### config.mk
export PLATFORM = sky130hd
export DESIGN_NAME = rhe_ctrl
export DESIGN_NICKNAME = d
export VERILOG_FILES = /design/src/rtl/assert_macros.svh /design/src/rtl/rhe_pkg.sv /design/src/rtl/rhe_ctrl.sv
export SDC_FILE = /design/constraint.sdc
export NUM_CORES = 1
export LEC_CHECK = 0
export ABC_AREA = 0
export BUFFER_PORTS_ARGS = -buffer_cell sky130_fd_sc_hd__buf_2
export CAP_MARGIN = 20
export CORE_MARGIN = 2
export CORE_UTILIZATION = 40
export DETAILED_ROUTE_END_ITERATION = 16
export PLACE_DENSITY = 0.67
export SYNTH_ARGS = -nofsm -noshare
export SYNTH_HDL_FRONTEND = slang
export SYNTH_SLANG_ARGS = --single-unit
### constraint.sdc
create_clock -name clock -period 1.6 [get_ports clock]
set_input_delay 0.08 -clock clock [delete_from_list [all_inputs] [get_ports clock]]
set_output_delay 0.08 -clock clock [all_outputs]
set_load 0.005 [all_outputs]
### src/rtl/assert_macros.svh
// assert_macros.svh: concurrent assertion macros for the rgb histogram engine
// no dependencies; taken in by files that carry assertions
`ifndef ASSERT_MACROS_SVH
`define ASSERT_MACROS_SVH

// condition holds at every clock edge out of reset
`define ASSERT_ALWAYS(lbl, clk, rst, cond) \
   lbl: assert property (@(posedge clk) disable iff (rst) (cond)) \
      else $error("assertion failed");

// consequent holds in the same cycle as the antecedent
`define ASSERT_IMPLIES(lbl, clk, rst, ante, cons) \
   lbl: assert property (@(posedge clk) disable iff (rst) (ante) |-> (cons)) \
      else $error("assertion failed");

// consequent holds in the cycle after the antecedent
`define ASSERT_NEXT(lbl, clk, rst, ante, cons) \
   lbl: assert property (@(posedge clk) disable iff (rst) (ante) |=> (cons)) \
      else $error("assertion failed");

`endif

### src/rtl/rhe_pkg.sv
`timescale 1ns / 1ps
// rhe_pkg: types, constants and codes shared by the rgb histogram engine
// no dependencies
package rhe_pkg;

   // defaults of the top level parameters
   localparam int BIN_COUNT_DEFAULT  = 512;
   localparam int COUNT_BITS_DEFAULT = 24;

   localparam int CHANNELS    = 3;
   localparam int SAMPLE_W    = 16;
   localparam int INDEX_W     = 9;
   localparam int FUNC_W      = 2;
   localparam int COUNT_OUT_W = 24;
   localparam int HEIGHT_W    = 10;
   localparam int BAR_ROWS_W  = 10;

   // configuration port
   localparam int CSR_ADDR_W = 3;
   localparam int CSR_DATA_W = 32;
   localparam logic [0:0] REG_SAMPLE_FORMAT = 1'd0;
   localparam logic [0:0] REG_BAR_ROWS      = 1'd1;
   localparam logic [BAR_ROWS_W-1:0] BAR_ROWS_RESET = 10'd128;

   // operation codes
   localparam logic [FUNC_W-1:0] FUNC_CLEAR = 2'd0;
   localparam logic [FUNC_W-1:0] FUNC_PIXEL = 2'd1;
   localparam logic [FUNC_W-1:0] FUNC_READ  = 2'd2;

   // binning constants
   localparam int BYTE_MAX     = 255;
   localparam int FIX_LOW      = -1024;   // -0.25 in q3.12
   localparam int FIX_HIGH     = 5120;    // 1.25 in q3.12
   localparam int FIX_OFFSET   = 1024;
   localparam int OFF_W        = 13;      // offset sample spans 0..6143
   localparam int FIX_SHIFT    = 11;      // 6144 = 3 * 2^11
   localparam int RECIP3       = 43691;   // ceil(2^17 / 3)
   localparam int RECIP3_W     = 16;
   localparam int RECIP3_SHIFT = 17;

   // bar height divider
   localparam int DIV_STEPS = HEIGHT_W;
   localparam int DIV_CNT_W = $clog2(DIV_STEPS);

   typedef struct packed {
      logic [FUNC_W-1:0]          func;
      logic signed [SAMPLE_W-1:0] red;
      logic signed [SAMPLE_W-1:0] green;
      logic signed [SAMPLE_W-1:0] blue;
      logic [INDEX_W-1:0]         bin_index;
   } req_item_type;

   typedef struct packed {
      logic [COUNT_OUT_W-1:0] red_count;
      logic [COUNT_OUT_W-1:0] green_count;
      logic [COUNT_OUT_W-1:0] blue_count;
      logic [COUNT_OUT_W-1:0] red_peak;
      logic [COUNT_OUT_W-1:0] green_peak;
      logic [COUNT_OUT_W-1:0] blue_peak;
      logic [HEIGHT_W-1:0]    red_height;
      logic [HEIGHT_W-1:0]    green_height;
      logic [HEIGHT_W-1:0]    blue_height;
   } rsp_item_type;

   // controller to datapath
   typedef struct packed {
      logic take_item;
      logic clear;
      logic bin_mul;
      logic bin_calc;
      logic update;
      logic rd_index;
      logic take_count;
      logic scale;
      logic div_init;
      logic div_step;
      logic load_rsp;
      logic rsp_zero;
   } dp_cmd_type;

   // datapath to controller
   typedef struct packed {
      logic sweep_last;
   } dp_status_type;

endpackage

### src/rtl/rhe_ctrl.sv
`timescale 1ns / 1ps
// rhe_ctrl: sequencer for clear, pixel update and bin readout
// depends on rhe_pkg
module rhe_ctrl (
   input  logic                          clock,
   input  logic                          reset,
   input  logic                          req_valid,
   output logic                          req_ready,
   input  logic [rhe_pkg::FUNC_W-1:0]    req_func,
   output logic                          rsp_valid,
   input  logic                          rsp_ready,
   output rhe_pkg::dp_cmd_type           cmd,
   input  rhe_pkg::dp_status_type        status
);

   localparam int DIV_CNT_W = rhe_pkg::DIV_CNT_W;

   typedef enum logic [3:0] {
      S_INIT,
      S_IDLE,
      S_CLEAR,
      S_BIN_MUL,
      S_BIN_CALC,
      S_PIX_RD,
      S_PIX_UPD,
      S_BIN_RD,
      S_TAKE,
      S_SCALE,
      S_DIV_INIT,
      S_DIV,
      S_DONE
   } state_type;

   state_type            state_ff;
   state_type            state_in;
   logic                 rsp_valid_ff;
   logic                 zero_ff;
   logic [DIV_CNT_W-1:0] div_cnt_ff;

   always_comb begin
      cmd          = '0;
      cmd.rsp_zero = zero_ff;
      state_in     = state_ff;
      case (state_ff)
         S_INIT: begin
            cmd.clear = 1'b1;
            if (status.sweep_last) begin
               state_in = S_IDLE;
            end
         end
         S_IDLE: begin
            if (req_valid) begin
               cmd.take_item = 1'b1;
               case (req_func)
                  rhe_pkg::FUNC_CLEAR: state_in = S_CLEAR;
                  rhe_pkg::FUNC_PIXEL: state_in = S_BIN_MUL;
                  rhe_pkg::FUNC_READ:  state_in = S_BIN_RD;
                  default:             state_in = S_DONE;
               endcase
            end
         end
         S_CLEAR: begin
            cmd.clear = 1'b1;
            if (status.sweep_last) begin
               state_in = S_DONE;
            end
         end
         S_BIN_MUL: begin
            cmd.bin_mul = 1'b1;
            state_in    = S_BIN_CALC;
         end
         S_BIN_CALC: begin
            cmd.bin_calc = 1'b1;
            state_in     = S_PIX_RD;
         end
         S_PIX_RD: begin
            state_in = S_PIX_UPD;
         end
         S_PIX_UPD: begin
            cmd.update = 1'b1;
            state_in   = S_DONE;
         end
         S_BIN_RD: begin
            cmd.rd_index = 1'b1;
            state_in     = S_TAKE;
         end
         S_TAKE: begin
            cmd.take_count = 1'b1;
            state_in       = S_SCALE;
         end
         S_SCALE: begin
            cmd.scale = 1'b1;
            state_in  = S_DIV_INIT;
         end
         S_DIV_INIT: begin
            cmd.div_init = 1'b1;
            state_in     = S_DIV;
         end
         S_DIV: begin
            cmd.div_step = 1'b1;
            if (div_cnt_ff == DIV_CNT_W'(rhe_pkg::DIV_STEPS - 1)) begin
               state_in = S_DONE;
            end
         end
         S_DONE: begin
            if (!rsp_valid_ff || rsp_ready) begin
               cmd.load_rsp = 1'b1;
               state_in     = S_IDLE;
            end
         end
         default: begin
            state_in = S_IDLE;
         end
      endcase
   end

   always_ff @(posedge clock) begin
      if (reset) begin
         state_ff     <= S_INIT;
         rsp_valid_ff <= 1'b0;
         zero_ff      <= 1'b0;
         div_cnt_ff   <= '0;
      end else begin
         state_ff <= state_in;
         if (cmd.take_item) begin
            zero_ff <= req_func != rhe_pkg::FUNC_READ;
         end
         if (cmd.load_rsp) begin
            rsp_valid_ff <= 1'b1;
         end else if (rsp_ready) begin
            rsp_valid_ff <= 1'b0;
         end
         if (cmd.div_init) begin
            div_cnt_ff <= '0;
         end else if (cmd.div_step) begin
            div_cnt_ff <= div_cnt_ff + DIV_CNT_W'(1);
         end
      end
   end

   assign req_ready = state_ff == S_IDLE;
   assign rsp_valid = rsp_valid_ff;

endmodule

==> results.cfg <==
[logic_synthesis]
syn-cell-area_um2 = 703.2
yosysWarnings = 0
synth_cell_types = 30
syn_avg_cell_area_um2 = 8.082
synth_nets = 98
ys_seq_elements = 10
synthCells = 87
ys_seq_area_frac = 0.2847

[sta]
slew_headroom = 0.7474
hold_viol = 0
period_needed_ps = 1483
fin_crit_sh = 0.9271
finalSetupTns_ps = 0
fin_skew_ps = 2.154
drv_slew = 0
clock.fmax_mhz = 674.1
layout_setup_ws_ps = 116.6
holdWs_ps = 58.42
setup_viol = 0
worst_pin_slew_ps = 378.1
rsz0062_at_grt = false

[critical_path]
cp.arrival_ps = 1400
worst-r2r-cell-count = 4
endpoint_kind = primary output
r2r-start = state_ff[2]
path_max_fanout = 10
worstSetupPathType = reg -> out
start_kind = flop
startpoint = state_ff[0]
critPathRequiredTime_ps = 1520

[placed_design]
place_area_um2 = 807.0
preCtsSetupSlack_ps = 85.92
dp_hpwl_um = 1223
placed_cells = 122
place.gp.congestion = 0.8465
io_buffers = 20

[global_route]
overflow = 0
grt_pass1_wl_um = 2684
grt_pass1_vias = 609
grt_max_degree = 11
grt.total_usage = 0.1787
antenna_found_initial = 0

[finish]
drive_above_1_share = 0.3211
nets = 121
layout_commonest_cell = buf_2
post-route-util = 0.5067
diodes = 0
fin_area_um2 = 855.8
layout_common_cells = buf_2 (20), nor2_1 (13), a21oi_1 (10)
stdcell_count = 126
area_delta_synth_final_pct = 21.71
final.fill_count = 166

[die]
io_pins = 21
dieArea_mm2 = 0.002109
core-area_mm2 = 0.001689
rows = 15
initial_core_util = 0.4163
die_x_um = 45.93
die_h_um = 45.93

[clocking]
cts-htree-levels = 1
tritoncts_num_sinks = 10
cts_setup_buffers = 0
holdBufCountCts = 0
cts_buffers = 3
clk_pin_slew_ps = 70
clock_latency_ps = 270
cts_tree = done
cts_root_buf = clkbuf_4
clockBufferDepth = 2

[route]
viasPerCell = 5.595
drc = 0
dr.pass1.iters = 4
drt_iter0_markers = 20
routed_wl_um = 1688
wl_per_cell_um = 13.40
dr_total_vias = 705
drt.antenna.violating_nets = 0

[pwr]
p_total_mw = 1.320
cellLeakagePower_nw = 0.3892
ir_worst_vdd_v = 0.0007015
power.density_mw_per_mm2 = 1542

[min_path]
hold_class = in -> reg
min_from = reset
worstHoldPathCells = 2

[job]
timing.max_cap.violations = 0

[outcome]
outcome = completed
## state kept, by name, summed over array words and instances, names as in the netlist
name	cells
rsp_valid	1
state_ff	4
div_cnt_ff	4
zero_ff	1
## critical path: stages (launching register included)
cell      delay, ps
dfxtp_2         440
nand2b_1        190
nor4b_4         340
buf_2           160
## per-layer routing
metal	wire length, µm	vias up	global-route usage
met5	0	-	0
met4	18	0	0.06857
met3	84	2	0.03571
met2	751	29	0.2667
met1	833	322	0.2500
li1	-	352	-
## final timing paths
kind | to | slack [ps]
max | cmd[11] | 120
min | state_ff[2] | 60
max reg2reg | state_ff[1] | 160
min reg2reg | div_cnt_ff[3] | 530
## cell families (layout without fill, tap and decap cells)
group | Yosys count | count (layout) | synth area share
buf+inv | 10 | 32 | 0.08895
fa+ha+maj | 4 | 4 | 0.07118
simple gates | 41 | 41 | 0.3256
xor+xnor | 3 | 3 | 0.03737
flops | 10 | 10 | 0.2847
compound gates | 19 | 19 | 0.1922
## synthesized netlist by cell type
library cell | number | area, µm²
a211oi_1 | 2 | 15.01
a21oi_1 | 10 | 50.05
a221oi_1 | 1 | 8.760
a22oi_4 | 1 | 21.27
a311oi_1 | 2 | 17.52
and3_1 | 2 | 12.51
and4b_1 | 1 | 10.01
and4bb_1 | 1 | 12.51
buf_2 | 2 | 10.01
buf_4 | 2 | 15.01
buf_6 | 2 | 22.52
dfxtp_1 | 10 | 200.2
ha_1 | 4 | 50.05
inv_1 | 4 | 15.01
nand2_1 | 4 | 15.01
nand2b_1 | 4 | 25.02
nand3_1 | 1 | 5.000
nand3b_1 | 2 | 15.01
nand4_1 | 1 | 6.260
nor2_1 | 13 | 48.80
nor2b_1 | 2 | 12.51
nor3_1 | 5 | 25.02
nor3b_1 | 1 | 7.510
nor4b_2 | 1 | 15.01
o211ai_2 | 1 | 12.51
o21ai_0 | 2 | 10.01
or2_2 | 1 | 6.260
or3_1 | 2 | 12.51
xnor2_1 | 1 | 8.760
xor2_1 | 2 | 17.52
## cell type report
| cell class | count | area [µm²] | area share |
|---|---|---|---|
| inverters | 4 | 15.01 | 0.01754 |
| well taps | 17 | 21.27 | 0.02485 |
| clock buffers | 4 | 36.28 | 0.04240 |
| repair buffers | 24 | 130.1 | 0.1520 |
| multi-input cells | 67 | 449.2 | 0.5249 |
| flip-flops and latches | 10 | 203.9 | 0.2383 |
## power breakdown
part / switching, mW / leakage (nW) / total (mW) / internal, mW
clock network: 0.0947 / 0.0210 / 0.233 / 0.138
registers: 0.112 / 0.0824 / 0.425 / 0.313
logic: 0.348 / 0.286 / 0.662 / 0.314
total: 0.554 / 0.389 / 1.32 / 0.766
## timing repair
item / in CTS / in global routing
gates cloned: 0 / 0
gates resized for setup: 1 / 3
setup endpoints to repair: 1 / 2
(Power assumes the default switching activity.)
